**src/hdl/assert_macros.svh**
```systemverilog
// Assertion macros shared by the RTL of the I2C master bit engine.
// No dependencies; compiled out when SYNTHESIS is defined.
`ifndef ASSERT_MACROS_SVH
`define ASSERT_MACROS_SVH
`ifndef SYNTHESIS
// property must hold at every clock edge outside reset
`define ASSERT_ALWAYS(label, clk, rst_n, prop, msg) \
    label: assert property (@(posedge clk) disable iff (!(rst_n)) (prop)) else $error(msg);
// condition must never be true at a clock edge outside reset
`define ASSERT_NEVER(label, clk, rst_n, cond, msg) \
    label: assert property (@(posedge clk) disable iff (!(rst_n)) !(cond)) else $error(msg);
`else
`define ASSERT_ALWAYS(label, clk, rst_n, prop, msg)
`define ASSERT_NEVER(label, clk, rst_n, cond, msg)
`endif
`endif

```
**src/hdl/i2cbe_pkg.sv**
```systemverilog
// Types, constants and the segment pin function of the I2C master bit engine.
// No dependencies.
package i2cbe_pkg;

    localparam logic [3:0] NBITS   = 4'd8;
    localparam logic [3:0] MSB_POS = 4'd7;

    typedef enum logic [1:0] {
        PH_IDLE = 2'd0,
        PH_LOW  = 2'd1,
        PH_HIGH = 2'd2
    } phase_t;

    typedef enum logic [1:0] {
        MODE_START = 2'd0,
        MODE_STOP  = 2'd1,
        MODE_WRITE = 2'd2,
        MODE_READ  = 2'd3
    } mode_t;

    typedef struct packed {
        logic scl;
        logic sda;
        logic en;
    } pin_t;

    typedef struct packed {
        phase_t     phase;
        logic [3:0] bit_idx;
        logic [7:0] shift;
        mode_t      mode;
        pin_t       pins;
        logic       ack_seen;
        logic       ack_send;
        logic [7:0] rx_hold;
    } eng_state_t;

    // pin levels set at the start of a segment
    function automatic pin_t seg_pins(mode_t mode, phase_t phase, logic [3:0] bit_idx,
                                      logic [7:0] shift, logic ack_send, pin_t pins);
        pin_t p;
        p = pins;
        if (mode == MODE_START || mode == MODE_STOP) begin
            p.scl = 1'b1;
            p.en  = 1'b1;
            if (mode == MODE_START) begin
                p.sda = (phase == PH_LOW);
            end else begin
                p.sda = (phase == PH_HIGH);
            end
        end else if (phase == PH_HIGH) begin
            p.scl = 1'b1;
        end else begin
            p.scl = 1'b0;
            if (mode == MODE_WRITE) begin
                if (bit_idx < NBITS) begin
                    p.en  = 1'b1;
                    p.sda = shift[3'(MSB_POS - bit_idx)];
                end else begin
                    p.en  = 1'b0;
                    p.sda = 1'b1;
                end
            end else begin
                if (bit_idx < NBITS) begin
                    p.en  = 1'b0;
                    p.sda = 1'b1;
                end else begin
                    p.en  = 1'b1;
                    p.sda = ack_send;
                end
            end
        end
        return p;
    endfunction

endpackage

```
**src/hdl/i2cbe_step.sv**
```systemverilog
// One tick of the bit engine: next state, delay count and done flag.
// Depends on i2cbe_pkg.
module i2cbe_step #(
    parameter int DELAY_WIDTH = 16
) (
    input  i2cbe_pkg::eng_state_t   cur,
    input  logic [DELAY_WIDTH-1:0]  dly_cur,
    input  logic [15:0]             half_period,
    input  logic                    cmd_valid,
    input  logic [1:0]              mode,
    input  logic [7:0]              tx_byte,
    input  logic                    ack_level,
    input  logic                    sda_sample,
    output i2cbe_pkg::eng_state_t   nxt,
    output logic [DELAY_WIDTH-1:0]  dly_nxt,
    output logic                    done
);
    import i2cbe_pkg::*;

    localparam int EXT_W = (DELAY_WIDTH > 16) ? DELAY_WIDTH : 16;

    logic [EXT_W-1:0]       hp_ext;
    logic [DELAY_WIDTH-1:0] hp_mask;
    logic [DELAY_WIDTH-1:0] load;
    logic [DELAY_WIDTH-1:0] dec;

    assign hp_ext  = EXT_W'(half_period);
    assign hp_mask = hp_ext[DELAY_WIDTH-1:0];
    // zero delay runs as one tick
    assign load    = (hp_mask == '0) ? DELAY_WIDTH'(1) : hp_mask;
    assign dec     = dly_cur - DELAY_WIDTH'(1);

    always_comb begin
        nxt     = cur;
        dly_nxt = dly_cur;
        done    = 1'b0;
        unique case (cur.phase)
            PH_IDLE: begin
                if (cmd_valid) begin
                    nxt.mode    = mode_t'(mode);
                    nxt.bit_idx = '0;
                    nxt.phase   = PH_LOW;
                    if (mode_t'(mode) == MODE_WRITE) begin
                        nxt.shift = tx_byte;
                    end else if (mode_t'(mode) == MODE_READ) begin
                        nxt.shift    = '0;
                        nxt.ack_send = ack_level;
                    end
                    nxt.pins = seg_pins(nxt.mode, PH_LOW, '0, nxt.shift,
                                        nxt.ack_send, cur.pins);
                    dly_nxt  = load;
                end
            end
            PH_LOW: begin
                dly_nxt = dec;
                if (dec == '0) begin
                    nxt.phase = PH_HIGH;
                    nxt.pins  = seg_pins(cur.mode, PH_HIGH, cur.bit_idx, cur.shift,
                                         cur.ack_send, cur.pins);
                    dly_nxt   = load;
                end
            end
            PH_HIGH: begin
                dly_nxt = dec;
                if (dec == '0) begin
                    if (cur.mode == MODE_WRITE || cur.mode == MODE_READ) begin
                        if (cur.mode == MODE_READ && cur.bit_idx < NBITS) begin
                            nxt.shift[3'(MSB_POS - cur.bit_idx)] =
                                cur.shift[3'(MSB_POS - cur.bit_idx)] | sda_sample;
                        end
                        if (cur.mode == MODE_WRITE && cur.bit_idx == NBITS) begin
                            nxt.ack_seen = sda_sample;
                        end
                        if (cur.bit_idx < NBITS) begin
                            nxt.bit_idx = cur.bit_idx + 4'd1;
                            nxt.phase   = PH_LOW;
                            nxt.pins    = seg_pins(cur.mode, PH_LOW, nxt.bit_idx,
                                                   nxt.shift, cur.ack_send, cur.pins);
                            dly_nxt     = load;
                        end else begin
                            nxt.pins.scl = 1'b0;
                            if (cur.mode == MODE_READ) begin
                                nxt.rx_hold = cur.shift;
                            end
                            nxt.phase = PH_IDLE;
                            dly_nxt   = '0;
                            done      = 1'b1;
                        end
                    end else begin
                        // start ends with SCL low, stop leaves SCL high
                        if (cur.mode == MODE_START) begin
                            nxt.pins.scl = 1'b0;
                        end
                        nxt.phase = PH_IDLE;
                        dly_nxt   = '0;
                        done      = 1'b1;
                    end
                end
            end
            default: begin
                nxt.phase = PH_IDLE;
                dly_nxt   = '0;
            end
        endcase
    end

endmodule

```
**src/hdl/i2c_master_bit_engine.sv**
```systemverilog
// I2C master bit engine: an accepted item is registered in the input register, then processed
// into the result register, from which it is taken; throughput one item per cycle while
// results are taken, each item being one engine tick.
// A waiting result blocks processing; the input register still takes one more item.
// Reset (aresetn low, synchronous): idle, SCL high, SDA driven high, half_period 250.
// Depends on i2cbe_pkg, i2cbe_step and assert_macros.svh.
`include "assert_macros.svh"

module i2c_master_bit_engine #(
    parameter int DELAY_WIDTH = 16
) (
    input  logic        aclk,
    input  logic        aresetn,
    // config: half_period, ticks per half SCL period
    input  logic        cfg_wr_en,
    input  logic [15:0] cfg_wr_data,
    // input items
    input  logic        s_axis_tvalid,
    output logic        s_axis_tready,
    input  logic [15:0] s_axis_tdata,   // [7:0] tx_byte, [8] ack_level, [9] sda_sample
    input  logic [2:0]  s_axis_tuser,   // [0] cmd_valid, [2:1] mode
    // result items
    output logic        m_axis_tvalid,
    input  logic        m_axis_tready,
    output logic [15:0] m_axis_tdata    // [0] scl_level, [1] sda_level, [2] sda_enable,
                                        // [3] busy_res, [4] done_res, [12:5] rx_byte,
                                        // [13] ack_seen
);
    import i2cbe_pkg::*;

    localparam eng_state_t ST_RESET = '{
        phase:    PH_IDLE,
        bit_idx:  '0,
        shift:    '0,
        mode:     MODE_START,
        pins:     '{scl: 1'b1, sda: 1'b1, en: 1'b1},
        ack_seen: 1'b0,
        ack_send: 1'b0,
        rx_hold:  '0
    };

    // config register
    logic [15:0] half_period_reg;

    // input register
    logic        in_valid_reg;
    logic [15:0] in_data_reg;
    logic [2:0]  in_user_reg;

    // engine state
    eng_state_t             st_reg, st_next;
    logic [DELAY_WIDTH-1:0] dly_reg, dly_next;
    logic                   done;

    // result register
    logic        out_valid_reg;
    logic [15:0] out_data_reg;

    logic advance;

    // a tick is processed when the input register holds one and the result slot is free or being emptied
    assign advance       = in_valid_reg && (!out_valid_reg || m_axis_tready);
    assign s_axis_tready = !in_valid_reg || advance;
    assign m_axis_tvalid = out_valid_reg;
    assign m_axis_tdata  = out_data_reg;

    always_ff @(posedge aclk) begin
        if (!aresetn) begin
            half_period_reg <= 16'd250;
        end else if (cfg_wr_en) begin
            half_period_reg <= cfg_wr_data;
        end
    end

    always_ff @(posedge aclk) begin
        if (!aresetn) begin
            in_valid_reg <= 1'b0;
        end else if (s_axis_tready) begin
            in_valid_reg <= s_axis_tvalid;
        end
    end

    always_ff @(posedge aclk) begin
        if (s_axis_tready && s_axis_tvalid) begin
            in_data_reg <= s_axis_tdata;
            in_user_reg <= s_axis_tuser;
        end
    end

    i2cbe_step #(
        .DELAY_WIDTH(DELAY_WIDTH)
    ) u_step (
        .cur         (st_reg),
        .dly_cur     (dly_reg),
        .half_period (half_period_reg),
        .cmd_valid   (in_user_reg[0]),
        .mode        (in_user_reg[2:1]),
        .tx_byte     (in_data_reg[7:0]),
        .ack_level   (in_data_reg[8]),
        .sda_sample  (in_data_reg[9]),
        .nxt         (st_next),
        .dly_nxt     (dly_next),
        .done        (done)
    );

    // engine state only moves when a tick is processed
    always_ff @(posedge aclk) begin
        if (!aresetn) begin
            st_reg  <= ST_RESET;
            dly_reg <= '0;
        end else if (advance) begin
            st_reg  <= st_next;
            dly_reg <= dly_next;
        end
    end

    always_ff @(posedge aclk) begin
        if (!aresetn) begin
            out_valid_reg <= 1'b0;
        end else if (advance) begin
            out_valid_reg <= 1'b1;
        end else if (m_axis_tready) begin
            out_valid_reg <= 1'b0;
        end
    end

    always_ff @(posedge aclk) begin
        if (advance) begin
            out_data_reg <= {2'b00, st_next.ack_seen, st_next.rx_hold, done,
                             (st_next.phase != PH_IDLE), st_next.pins.en,
                             st_next.pins.sda, st_next.pins.scl};
        end
    end

    // a done tick always reports the engine as no longer busy
    `ASSERT_NEVER(a_done_not_busy, aclk, aresetn, out_valid_reg && out_data_reg[4] && out_data_reg[3], "done with busy set")
    // an active segment always has ticks left to count
    `ASSERT_NEVER(a_active_dly, aclk, aresetn, (st_reg.phase != PH_IDLE) && (dly_reg == '0), "active segment with zero delay count")
    // bit counter never runs past the ack slot
    `ASSERT_ALWAYS(a_bit_range, aclk, aresetn, st_reg.bit_idx <= NBITS, "bit index past ack slot")
    // state holds whenever no tick is processed
    `ASSERT_ALWAYS(a_hold, aclk, aresetn, !$past(advance) && $past(aresetn) |-> $stable(st_reg), "state moved without a tick")

endmodule
```
**config.mk**
```make
export PLATFORM = sky130hd
export DESIGN_NAME = i2c_master_bit_engine
export DESIGN_NICKNAME = d
export VERILOG_FILES = /design/src/hdl/i2cbe_pkg.sv /design/src/hdl/i2cbe_step.sv /design/src/hdl/i2c_master_bit_engine.sv
export VERILOG_INCLUDE_DIRS = /design/src /design/src/hdl
export SDC_FILE = /design/constraint.sdc
export NUM_CORES = 1
export LEC_CHECK = 0
export ABC_AREA = 1
export BUFFER_PORTS_ARGS = -buffer_cell sky130_fd_sc_hd__buf_2
export CELL_PAD_IN_SITES_DETAIL_PLACEMENT = 1
export CELL_PAD_IN_SITES_GLOBAL_PLACEMENT = 1
export CORE_UTILIZATION = 42
export CTS_CLUSTER_SIZE = 10
export DETAILED_ROUTE_END_ITERATION = 8
export HOLD_SLACK_MARGIN = 0.12
export PLACE_DENSITY = 0.78
export SKIP_LAST_GASP = 1
export SLEW_MARGIN = 10
export SYNTH_ARGS = -nofsm -noshare
export SYNTH_HDL_FRONTEND = slang
export SYNTH_SLANG_ARGS = --single-unit
```
**constraint.sdc**
```tcl
create_clock -name aclk -period 2.8 [get_ports aclk]
set_input_delay 0.28 -clock aclk [delete_from_list [all_inputs] [get_ports aclk]]
set_output_delay 0.28 -clock aclk [all_outputs]
set_load 0.01 [all_outputs]
```
==> results of run 1 <==
-- critical path, cell delays in order, from the launching register on --
cell	delay, ns
sky130_fd_sc_hd__dfxtp_1	0.36
sky130_fd_sc_hd__inv_2	0.15
sky130_fd_sc_hd__ha_2	0.28
sky130_fd_sc_hd__nand2_1	0.08
sky130_fd_sc_hd__nor2_1	0.14
sky130_fd_sc_hd__nand3_1	0.09
sky130_fd_sc_hd__nand2_1	0.11
sky130_fd_sc_hd__nand2_1	0.07
sky130_fd_sc_hd__nor2_1	0.16
sky130_fd_sc_hd__nand2_1	0.12
sky130_fd_sc_hd__nor2_4	0.17
sky130_fd_sc_hd__nand2_2	0.08
sky130_fd_sc_hd__nor2_2	0.17
sky130_fd_sc_hd__nand2_1	0.11
sky130_fd_sc_hd__o21ai_1	0.17
sky130_fd_sc_hd__inv_1	0.06
-- cell families (layout without fill, tap and decap cells) --
family	after synthesis	in the layout	synth area share
flops	90	90	0.384
simple gates	489	489	0.399
xor+xnor	1	1	0.00162
other cells	1	2	0.000694
buf+inv	119	183	0.0894
fa+ha+maj	3	3	0.00695
compound gates	111	111	0.119
-- power by group through the flow --
stage          clock, mW  combinational [mW]  sequential (mW)
2_1_floorplan          0               0.636             1.51
3_3_place_gp           0               0.819             1.54
3_5_place_dp           0               0.857             1.54
4_1_cts             1.19               0.878             1.51
5_1_grt             1.24               0.992             1.52
6_report            1.16               0.875             1.51
-- cell type report --
type | count | share of cell area
Timing Repair Buffer | 74 | 0.0747
Clock buffer | 13 | 0.0402
Multi-Input combinational cell | 606 | 0.458
Clock inverter | 3 | 0.00342
Inverter | 93 | 0.0561
Sequential cell | 90 | 0.333
Tap cell | 172 | 0.0346
-- cells in the final DEF (no fill, tap or decap), drive strengths merged, types with 2 or more instances in the layout --
cell type,Yosys,layout
nand2,273,273
nor2,113,113
inv,89,92
nand3,85,85
dfxtp,63,63
buf,11,61
a21oi,51,51
o21ai,47,47
edfxtp,27,27
dlygate4sd3,0,13
clkbuf,15,13
nand4,6,6
clkinv,4,4
nor4,4,4
nor3,4,4
and2,3,3
o22ai,3,3
o211ai,3,3
a211oi,3,3
ha,3,3
conb,1,2
-- routing by layer --
metal / share of wire / up-vias / wire length [µm] / track usage
met5: 0 / - / 0 / 0
met4: 0.024 / 0 / 389 / 0.108
met3: 0.025 / 20 / 407 / 0.0377
met2: 0.52 / 67 / 8440 / 0.483
met1: 0.43 / 2627 / 7110 / 0.305
li1: - / 2735 / - / -
-- how the worst max path moves through the flow --
stage | cells after the start | from | end | slack [ns]
4_1_cts | 13 | dly_reg[0]$_SDFFE_PN0P_ | st_reg[25]$_SDFFE_PN0P_ | 0.06
5_1_grt | 15 | dly_reg[0]$_SDFFE_PN0P_ | m_axis_tdata[13]$_DFFE_PP_ | 0.005
6_report | 15 | dly_reg[0]$_SDFFE_PN0P_ | m_axis_tdata[13]$_DFFE_PP_ | 0.24
3_5_place_dp | 13 | dly_reg[0]$_SDFFE_PN0P_ | st_reg[25]$_SDFFE_PN0P_ | 0.07
2_1_floorplan | 12 | dly_reg[0]$_SDFFE_PN0P_ | m_axis_tdata[10]$_DFFE_PP_ | 0.51
3_3_place_gp | 13 | dly_reg[0]$_SDFFE_PN0P_ | st_reg[24]$_SDFFE_PN0P_ | 0.19
-- per-stage QoR --
step	utilization	setup slack (ns)	instances	hold WS, ns	cell area, µm²
3_5_place_dp	0.462	0.0653	1020	0.458	5810
6_report	0.495	0.241	1051	0.155	6230
4_1_cts	0.494	0.0585	1049	0.147	6210
2_1_floorplan	-	0.515	815	0.379	5410
5_1_grt	0.495	0.00454	1051	0.160	6230
3_3_place_gp	0.462	0.186	1020	0.457	5810
-- repair_timing --
| item | CTS | global route |
|---|---|---|
| hold buffers | 13 | 0 |
| gates resized for setup | 1 | 2 |
| endpoints found under the setup margin | 2 | 29 |
| setup buffers | 0 | 2 |
| hold endpoints to repair | 13 | 0 |
| pin swaps | 1 | 0 |
==> out/qor.txt, run 1 <==
====================================================================================
Result of the run                                                          completed
Total wire length                                                           16300 µm
Post-layout minimum cycle time                                               2.56 ns
Cell row count                                                                    41
Weighted congestion at the end of routability-driven global placement          0.909
Largest register FFs                                                              29
Yosys warning total                                                                0
Full die area                                                              13300 µm²
WL/cell                                                                      15.5 µm
Number of global-route vias before repair                                       5657
Initial Utilization                                                            0.430
CTS buffer count                                                                   9
Area leader, netlist                                                    sky130_fd_sc_hd__dfxtp_1
Number of flops mapped to enable cells by yosys                                   27
Share of layout cells above drive strength 1                                   0.140
CTS tree                                                                        done
Crit share post-route                                                          0.914
Startpoint of the worst-slack reg-to-reg timing path                    dly_reg[0]$_SDFFE_PN0P_
Final max-slew violation count                                                     0
Kind of launch point of the worst setup path                                    flop
Post-DR vias/cell                                                               5.18
Depth of the worst register-to-register path                                      15
Register bit count reported by yosys                                              90
Power Density                                                             570 nW/µm²
Source-to-sink clock delay at the later pin of the worst-skew pair           0.35 ns
Worst-Margin Slew                                                           0.897 ns
Total Negative Setup Slacks                                                     0 ns
Total gr overflow                                                                  0
FFs w/ async S/R, synth                                                            0
Origin of the worst min-delay path                                      cfg_wr_data[5]
CP Data Arrival Time                                                         2.66 ns
Sum of net half-perimeters after detailed placement                         12000 µm
Largest fanout on the critical path                                                6
Area taken by flip-flops and latches                                        2070 µm²
Height of the chip                                                            115 µm
Portion of total power attributed to the clock network                         0.328
First-pass DRT Iterations                                                          4
Total of buffers placed on input and output ports                                 49
Worst setup path class                                                    reg -> reg
Layout Skew                                                               0.00734 ns
Top flip-flop cell by instance count after synthesis                    sky130_fd_sc_hd__dfxtp_1
Psw                                                                          1.20 mW
H-tree depth                                                                       3
Count of antenna-violating nets left after detailed routing                        0
Count of cell types in the netlist                                                43
Cell area after synthesis                                                   5400 µm²
Leading cell type by number of instances after synthesis                sky130_fd_sc_hd__nand2_1
Combined area of the multi-input logic cells                                2850 µm²
Combinational cell fraction of total power                                     0.246
Share of the synthesized area in the top cell type                             0.233
Top Ports                                                                         58
Hold Fails Final Rpt                                                               0
CTS Buffer Depth                                                                   2
Capturing point of the worst reg2reg path                               m_axis_tdata[13]$_DFFE_PP_
Starting DRC count in detailed routing                                           231
CP Data Required Time                                                        2.90 ns
Die Width                                                                     115 µm
Kind of end point of the critical path                                          flop
Synth Area per Inst                                                         6.64 µm²
Sequential share of the synthesized area                                       0.384
Relative slew margins                                                          0.401
Worst vdd rail ir drop                                                      0.378 mV
Hold Path Depth                                                                    3
Diodes inserted                                                                    0
First-pass GRT wire length                                                  27100 µm
Worst-case hold path end point                                          half_period_reg[5]$_SDFFE_PN1P_
P_leak                                                                       2.83 nW
Signed area change from the synthesized netlist to the final layout            15.3%
Leading cell types by total area after synthesis                        sky130_fd_sc_hd__dfxtp_1 23%, sky130_fd_sc_hd__nand2_1 18%, sky130_fd_sc_hd__edfxtp_1 15%
Number of vias after detailed routing                                           5449
Count of maximum capacitance violations                                            0
Final Net Count                                                                  917
Number of DRC violations after detailed routing                                    0
Maximum operating frequency                                                  391 MHz
Count of clock tree sinks                                                         90
Design internal power                                                        2.35 mW
Global Route Usage Sum                                                         0.263
Total power of the final layout                                              3.55 mW
Internal reg-to-reg setup slack                                              0.24 ns
Filler cells                                                                    1700
CTS Root Buffer Type                                                    sky130_fd_sc_hd__clkbuf_16
Hold/Removal Path Class                                                    in -> reg
Number of antenna violations at the first check in global routing                  0
Leading post-synthesis cells by instance count                          262 x sky130_fd_sc_hd__nand2_1, 99 x sky130_fd_sc_hd__nor2_1, 85 x sky130_fd_sc_hd__inv_1, 81 x sky130_fd_sc_hd__nand3_1, 63 x sky130_fd_sc_hd__dfxtp_1
Clock transition at path regs                                                0.07 ns
Setup violations, final                                                            0
Share of total power in sequential cells                                       0.426
Switching power as a share of total power                                      0.339
Setup repair after global routing missed its margin                               no
Pin count of the biggest net entering global routing                              41
Number of instances in the synthesized netlist                                   814
Core Box Area                                                              12600 µm²
====================================================================================
Power figures use the tool's default switching activity.
==> run 2: changes to the inputs <==
- clock period: 2.8 -> 2.51 ns (I/O delays scaled with it)
==> out/qor.txt, run 2 (synthesis gave the netlist of run 1 again) <==
====================================================================================
Result of the run                                                       complete, but fails checks
Failing checks                                                          design-rule violations
Filler cells                                                                    1694   -0.35%
Crit share post-route                                                          0.960   +0.0463
Number of antenna violations at the first check in global routing                  0   unchanged
Internal reg-to-reg setup slack                                               0.1 ns   -0.14 ns
CTS Buffer Depth                                                                   2   unchanged
Kind of launch point of the worst setup path                                    flop
Post-DR vias/cell                                                               5.18   -0.16%
Number of global-route vias before repair                                       5719   +1.1%
Psw                                                                          1.40 mW   +17%
Initial Utilization                                                            0.430   unchanged
Design internal power                                                        2.84 mW   +21%
Total gr overflow                                                                  0   unchanged
Final max-slew violation count                                                     0   unchanged
Worst setup path class                                                    reg -> reg
Total of buffers placed on input and output ports                                 49   unchanged
Count of antenna-violating nets left after detailed routing                        0   unchanged
Commonest cells after routing, fill and taps aside                      260 x sky130_fd_sc_hd__nand2_1, 93 x sky130_fd_sc_hd__nor2_1, 85 x sky130_fd_sc_hd__inv_1
Number of DRC violations after detailed routing                                    2   +2
Source-to-sink clock delay at the later pin of the worst-skew pair           0.35 ns   about the same
Largest register FFs                                                              29   unchanged
Signed area change from the synthesized netlist to the final layout            20.8%
Number of vias after detailed routing                                           5518   +1.3%
Hold Fails Final Rpt                                                               0   unchanged
CP dominant cell by count                                               sky130_fd_sc_hd__nand2_1
Height of the chip                                                            115 µm   unchanged
Cell Count Post-Placement                                                       1029   +0.88%
Total Negative Setup Slacks                                                     0 ns   unchanged
CP Data Arrival Time                                                         2.51 ns   -0.15 ns
Non-Filler Instances                                                            1066   +1.4%
Combinational cell fraction of total power                                     0.251   +0.005
Crit path cell chain                                                    buf_4 -> nor2_4 -> nand2_4 -> buf_12 -> nor2_4 -> nand2_1 -> nand2_1 -> nand2_1 -> nor2_1 -> nand2_1 -> nor2_2 -> nand2_1 -> o21ai_1 -> nand3b_1 -> and2_1
CTS Root Buffer Type                                                    sky130_fd_sc_hd__clkbuf_16
Die Width                                                                     115 µm   unchanged
Weighted congestion at the end of routability-driven global placement          0.848   -6.7%
CTS tree                                                                        done
Share of total power in sequential cells                                       0.397   -0.029
Slowest stage delay, CP                                                      0.32 ns   -0.04 ns
Kind of end point of the critical path                                          flop
Pin count of the biggest net entering global routing                              41   unchanged
Slowest stage cell on the critical path                                 sky130_fd_sc_hd__dfxtp_1
Startpoint of the worst-slack reg-to-reg timing path                    dly_reg[1]$_SDFFE_PN0P_
Starting DRC count in detailed routing                                           261   +13%
Top Ports                                                                         58   unchanged
First-pass GRT wire length                                                  27000 µm   -0.35%
Portion of total power attributed to the clock network                         0.352   +0.024
Worst-Margin Slew                                                           0.611 ns   -0.287 ns
Post-layout minimum cycle time                                               2.41 ns   -0.149 ns
Setup violations, final                                                            0   unchanged
Full die area                                                              13300 µm²   unchanged
Final Net Count                                                                  932   +1.6%
Share of layout cells above drive strength 1                                   0.169   +0.0290
Power Density                                                             651 nW/µm²   +14%
H-tree depth                                                                       3   unchanged
Count of maximum capacitance violations                                            0   unchanged
Global Route Usage Sum                                                         0.264   +0.00120
WL/cell                                                                      15.8 µm   +1.7%
Core Box Area                                                              12600 µm²   unchanged
Largest fanout on the critical path                                                5   -1
Layout Skew                                                               0.00613 ns   -0.00121 ns
Origin of the worst min-delay path                                      cfg_wr_data[1]
Most common cell after layout, fill and taps aside                      sky130_fd_sc_hd__nand2_1
Total wire length                                                           16900 µm   +3.2%
P_leak                                                                       2.95 nW   +4.2%
Cell row count                                                                    41   unchanged
First-pass DRT Iterations                                                          6   +2
Diodes inserted                                                                    0   unchanged
Switching power as a share of total power                                      0.330   -0.00834
Setup repair after global routing missed its margin                              yes
Relative slew margins                                                          0.592   +0.191
CTS buffer count                                                                   9   unchanged
CP Data Required Time                                                        2.61 ns   -0.29 ns
Maximum operating frequency                                                  415 MHz   +6.2%
Clock transition at path regs                                                0.07 ns   about the same
Count of clock tree sinks                                                         90   unchanged
Worst vdd rail ir drop                                                      0.412 mV   +9.1%
Critical path startpoint                                                dly_reg[1]$_SDFFE_PN0P_
Hold/Removal Path Class                                                    in -> reg
Sum of net half-perimeters after detailed placement                         12300 µm   +2.5%
====================================================================================
==> run 2: layout make-up <==
class                      count  area (µm²)  area share
tap                          172         215      0.0330
sequential                    90        2080       0.318
clock inverter                 5        87.6      0.0134
clock buffer                  11         233      0.0357
multi-input combinational    607        2930       0.449
inverter                      93         353      0.0541
timing repair buffer          88         628      0.0963
==> run 2: path summary, 6_finish.rpt <==
path / to / cells after the start
hold reg to reg: dly_reg[15]$_SDFFE_PN0P_ / 2
hold / removal: half_period_reg[1]$_SDFFE_PN1P_ / 3
setup / recovery: m_axis_tdata[0]$_DFFE_PP_ / 15
setup reg to reg: m_axis_tdata[0]$_DFFE_PP_ / 15
==> run 2: what timing repair did <==
action / CTS / global route
hold buffers: 14 / 0
resized for setup: 2 / 24
cloned: 0 / 2
endpoints found under the hold margin: 14 / 0
buffers inserted: 0 / 5
endpoints found under the setup margin: 4 / 54
pin swaps: 0 / 6
==> run 2: routing by layer <==
layer	routed length, µm	vias up	GRT usage
met1	7040	2647	0.290
met3	472	32	0.0460
met5	0	-	0
li1	-	2762	-
met2	8880	77	0.495
met4	464	0	0.116
==> run 2: power groups by stage <==
| stage | clock network (mW) | logic [mW] | registers, mW |
|---|---|---|---|
| after detailed placement | 0 | 0.971 | 1.72 |
| final | 1.49 | 1.06 | 1.69 |
| after floorplan | 0 | 0.710 | 1.69 |
| after CTS | 1.52 | 1.00 | 1.68 |
| after global placement | 0 | 0.932 | 1.71 |
| after global routing | 1.58 | 1.19 | 1.70 |
==> run 2: worst max-delay path: cells and delay by family, from the launching register on <==
| family | cells | cell delay [ns] |
|---|---|---|
| AO/OA/AOI/OAI | 1 | 0.17 |
| buffers and inverters | 2 | 0.29 |
| flip-flops | 1 | 0.32 |
| AND/OR/NAND/NOR | 12 | 1.38 |
==> run 2: metrics by stage <==
| stage | instance area [µm²] | utilization | worst slack [ns] | total power [mW] | hold WS, ns |
|---|---|---|---|---|---|
| after global placement | 5900 | 0.469 | 0.0655 | 2.64 | 0.428 |
| after global routing | 6520 | 0.519 | -0.0367 | 4.46 | 0.129 |
| after CTS | 6370 | 0.507 | 0.00979 | 4.20 | 0.121 |
| after floorplan | 5410 | - | 0.225 | 2.40 | 0.350 |
| after detailed placement | 5900 | 0.469 | -0.0741 | 2.69 | 0.430 |
| final | 6520 | 0.519 | 0.0996 | 4.25 | 0.132 |
==> run 3: changes to the inputs <==
- CORE_UTILIZATION: 42 -> 43
- PLACE_DENSITY: 0.78 -> 0.79
- SYNTH_HIERARCHICAL: unset -> 1
==> out/qor.txt, run 3 <==
====================================================================================
Worst setup path class                                                    reg -> reg
Final Net Count                                                                 1001   +7.4%
Initial Utilization                                                            0.442   +0.0123
Leading cell types by total area after synthesis                        sky130_fd_sc_hd__dfxtp_1 22%, sky130_fd_sc_hd__edfxtp_1 14%, sky130_fd_sc_hd__nand2_1 12%
CTS tree                                                                        done
Setup repair after global routing missed its margin                              yes
Source-to-sink clock delay at the later pin of the worst-skew pair           0.35 ns   about the same
Slowest stage delay, CP                                                      0.37 ns   +0.05 ns
Count of cell types in the netlist                                                42   -2.3%
Top flip-flop cell by instance count after synthesis                    sky130_fd_sc_hd__dfxtp_1
FFs w/ async S/R, synth                                                            0   unchanged
Post-DR vias/cell                                                               5.50   +6.2%
Crit share post-route                                                           1.01   +0.0454
Total of buffers placed on input and output ports                                 49   unchanged
Count of antenna-violating nets left after detailed routing                        0   unchanged
Height of the chip                                                            119 µm   +2.8%
CTS Root Buffer Type                                                    sky130_fd_sc_hd__clkbuf_16
Commonest cells after routing, fill and taps aside                      176 x sky130_fd_sc_hd__nand2_1, 110 x sky130_fd_sc_hd__inv_1, 89 x sky130_fd_sc_hd__nand3_1
Starting DRC count in detailed routing                                           424   +62%
Portion of total power attributed to the clock network                         0.333   -0.019
Hold Fails Final Rpt                                                               0   unchanged
Worst-Margin Slew                                                           0.913 ns   +0.303 ns
Yosys warning total                                                                6   +6
Area leader, netlist                                                    sky130_fd_sc_hd__dfxtp_1
First-pass DRT Iterations                                                          5   -1
CP dominant cell by count                                               sky130_fd_sc_hd__nand2_1
Number of instances in the synthesized netlist                                   880   +8.1%
Result of the run                                                       complete, but fails checks
Worst vdd rail ir drop                                                      0.343 mV   -17%
CP Data Required Time                                                        2.75 ns   +0.14 ns
Leading post-synthesis cells by instance count                          184 x sky130_fd_sc_hd__nand2_1, 113 x sky130_fd_sc_hd__inv_1, 97 x sky130_fd_sc_hd__nor2_1, 91 x sky130_fd_sc_hd__nand3_1, 85 x sky130_fd_sc_hd__o21ai_0
Psw                                                                          1.43 mW   +2.0%
WL/cell                                                                      17.2 µm   +8.8%
Share of layout cells above drive strength 1                                   0.204   +0.0351
Largest fanout on the critical path                                               10   +5
Post-layout minimum cycle time                                               2.52 ns   +0.114 ns
Layout Skew                                                               0.00682 ns   +0.000690 ns
Crit path cell chain                                                    nor2_2 -> inv_1 -> nor2_4 -> nand2_1 -> nand2_1 -> nand2_2 -> nor2_4 -> nand3b_1 -> nor2_4 -> buf_4 -> nand2_1 -> o21ai_1 -> a22oi_1 -> inv_1 -> nand3_1 -> nand2_1 -> nor2_1
CTS Buffer Depth                                                                   2   unchanged
Core Box Area                                                              13200 µm²   +5.4%
Switching power as a share of total power                                      0.330   -0.000712
Sum of net half-perimeters after detailed placement                         12800 µm   +4.3%
Full die area                                                              14100 µm²   +5.8%
Post-layout utilization of the core                                            0.545   +0.0255
Largest register FFs                                                              29   unchanged
CTS buffer count                                                                   9   unchanged
H-tree depth                                                                       3   unchanged
CP Data Arrival Time                                                         2.77 ns   +0.26 ns
Cell row count                                                                    42   +2.4%
Count of maximum capacitance violations                                            0   unchanged
Synth Area per Inst                                                         6.65 µm²   +0.25%
Global Route Usage Sum                                                         0.271   +0.00734
Slowest stage cell on the critical path                                 sky130_fd_sc_hd__dfxtp_4
Diodes inserted                                                                    0   unchanged
Final max-slew violation count                                                     0   unchanged
Design internal power                                                        2.91 mW   +2.3%
Die Width                                                                     119 µm   +2.8%
Sequential share of the synthesized area                                       0.354   -0.0297
Pin count of the biggest net entering global routing                              89   +120%
P_leak                                                                       3.17 nW   +7.6%
Share of total power in sequential cells                                       0.398   about the same
Most common cell after layout, fill and taps aside                      sky130_fd_sc_hd__nand2_1
First-pass GRT wire length                                                  30200 µm   +12%
Top Ports                                                                         58   unchanged
Hold/Removal Path Class                                                    in -> reg
Final WS setup                                                            -0.0144 ns   -0.114 ns
Relative slew margins                                                          0.391   -0.201
Share of the synthesized area in the top cell type                             0.215   -0.0181
Weighted congestion at the end of routability-driven global placement          0.844   -0.37%
Number of antenna violations at the first check in global routing                  0   unchanged
Maximum operating frequency                                                  396 MHz   -4.5%
Register bit count reported by yosys                                              90   unchanged
Kind of end point of the critical path                                          flop
Kind of launch point of the worst setup path                                    flop
Total wire length                                                           19600 µm   +16%
Total gr overflow                                                                  0   unchanged
Cell area after synthesis                                                   5860 µm²   +8.4%
Leading cell type by number of instances after synthesis                sky130_fd_sc_hd__nand2_1
Clock transition at path regs                                                0.07 ns   about the same
Failing checks                                                          negative setup slack
Number of vias after detailed routing                                           6248   +13%
Signed area change from the synthesized netlist to the final layout            23.2%
Combinational cell fraction of total power                                     0.268   +0.017
Count of clock tree sinks                                                         90   unchanged
Number of global-route vias before repair                                       6116   +6.9%
Setup violations, final                                                            2   +2
Internal reg-to-reg setup slack                                             -0.01 ns   -0.11 ns
Number of flops mapped to enable cells by yosys                                   27   unchanged
Power Density                                                             602 nW/µm²   -7.6%
Worst setup slack after placement                                          -0.174 ns   -0.0998 ns
Number of DRC violations after detailed routing                                    0   -2
====================================================================================
-- run 3: cell families after synthesis --
kind of cell,Yosys count,synth area share
other cells,1,0.000640
mux,1,0.00171
compound gates,193,0.181
flops,90,0.354
fa+ha+maj,5,0.0107
xor+xnor,3,0.00449
buf+inv,160,0.118
simple gates,427,0.330
-- run 3: power groups by stage --
stage | Clock [mW] | Sequential [mW] | Combinational [mW]
5_1_grt | 1.52 | 1.74 | 1.28
3_5_place_dp | 0 | 1.74 | 0.962
3_3_place_gp | 0 | 1.74 | 0.914
2_1_floorplan | 0 | 1.71 | 0.722
6_report | 1.45 | 1.73 | 1.16
4_1_cts | 1.47 | 1.71 | 0.999
-- run 3: timing repair --
item	CTS	global route
gates cloned	0	2
setup endpoints to repair	21	55
endpoints found under the hold margin	19	0
setup buffers	1	14
pin swaps	1	22
hold buffers	19	0
resized for setup	3	83
-- run 3: layout make-up --
class                      count  area, µm²
clock buffer                  12        268
timing repair buffer         107        817
inverter                     117        442
sequential                    90       2100
tap                          176        220
multi-input combinational    631       3320
clock inverter                 4       46.3
fill                        1776       6030
-- run 3: per-stage QoR --
stage	hold WS (ns)	TNS [ns]	total power, mW	area, µm²	std cells
after floorplan	0.350	0	2.43	5860	881
after global placement	0.427	0	2.65	6280	1085
after detailed placement	0.430	-1.29	2.71	6280	1085
after CTS	0.129	0	4.18	6810	1121
after global routing	0.141	-4.64	4.55	7210	1137
final	0.133	-0.0270	4.34	7210	1137
-- run 3: final timing paths --
check	end	startpoint	cells after the start
worst max-delay path	st_reg[23]$_SDFFE_PN0P_	dly_reg[4]$_SDFFE_PN0P_	17
worst min register to register	st_reg[11]$_SDFFE_PN1P_	st_reg[11]$_SDFFE_PN1P_	2
worst min-delay path	half_period_reg[10]$_SDFFE_PN0P_	cfg_wr_data[10]	3
worst max register to register	st_reg[23]$_SDFFE_PN0P_	dly_reg[4]$_SDFFE_PN0P_	17
-- run 3: layer usage --
| metal | wire length, µm | track usage | vias up |
|---|---|---|---|
| met4 | 388 | 0.104 | 0 |
| li1 | - | - | 3030 |
| met1 | 8840 | 0.353 | 3025 |
| met5 | 0 | 0 | - |
| met3 | 855 | 0.0352 | 29 |
| met2 | 9480 | 0.456 | 164 |
-- run 3: worst max-delay path: cells and delay by family (launching register included) --
family | cells | cell delay, ns
AND/OR/NAND/NOR | 12 | 1.39
buffers and inverters | 3 | 0.37
flip-flops | 1 | 0.37
AO/OA/AOI/OAI | 2 | 0.29
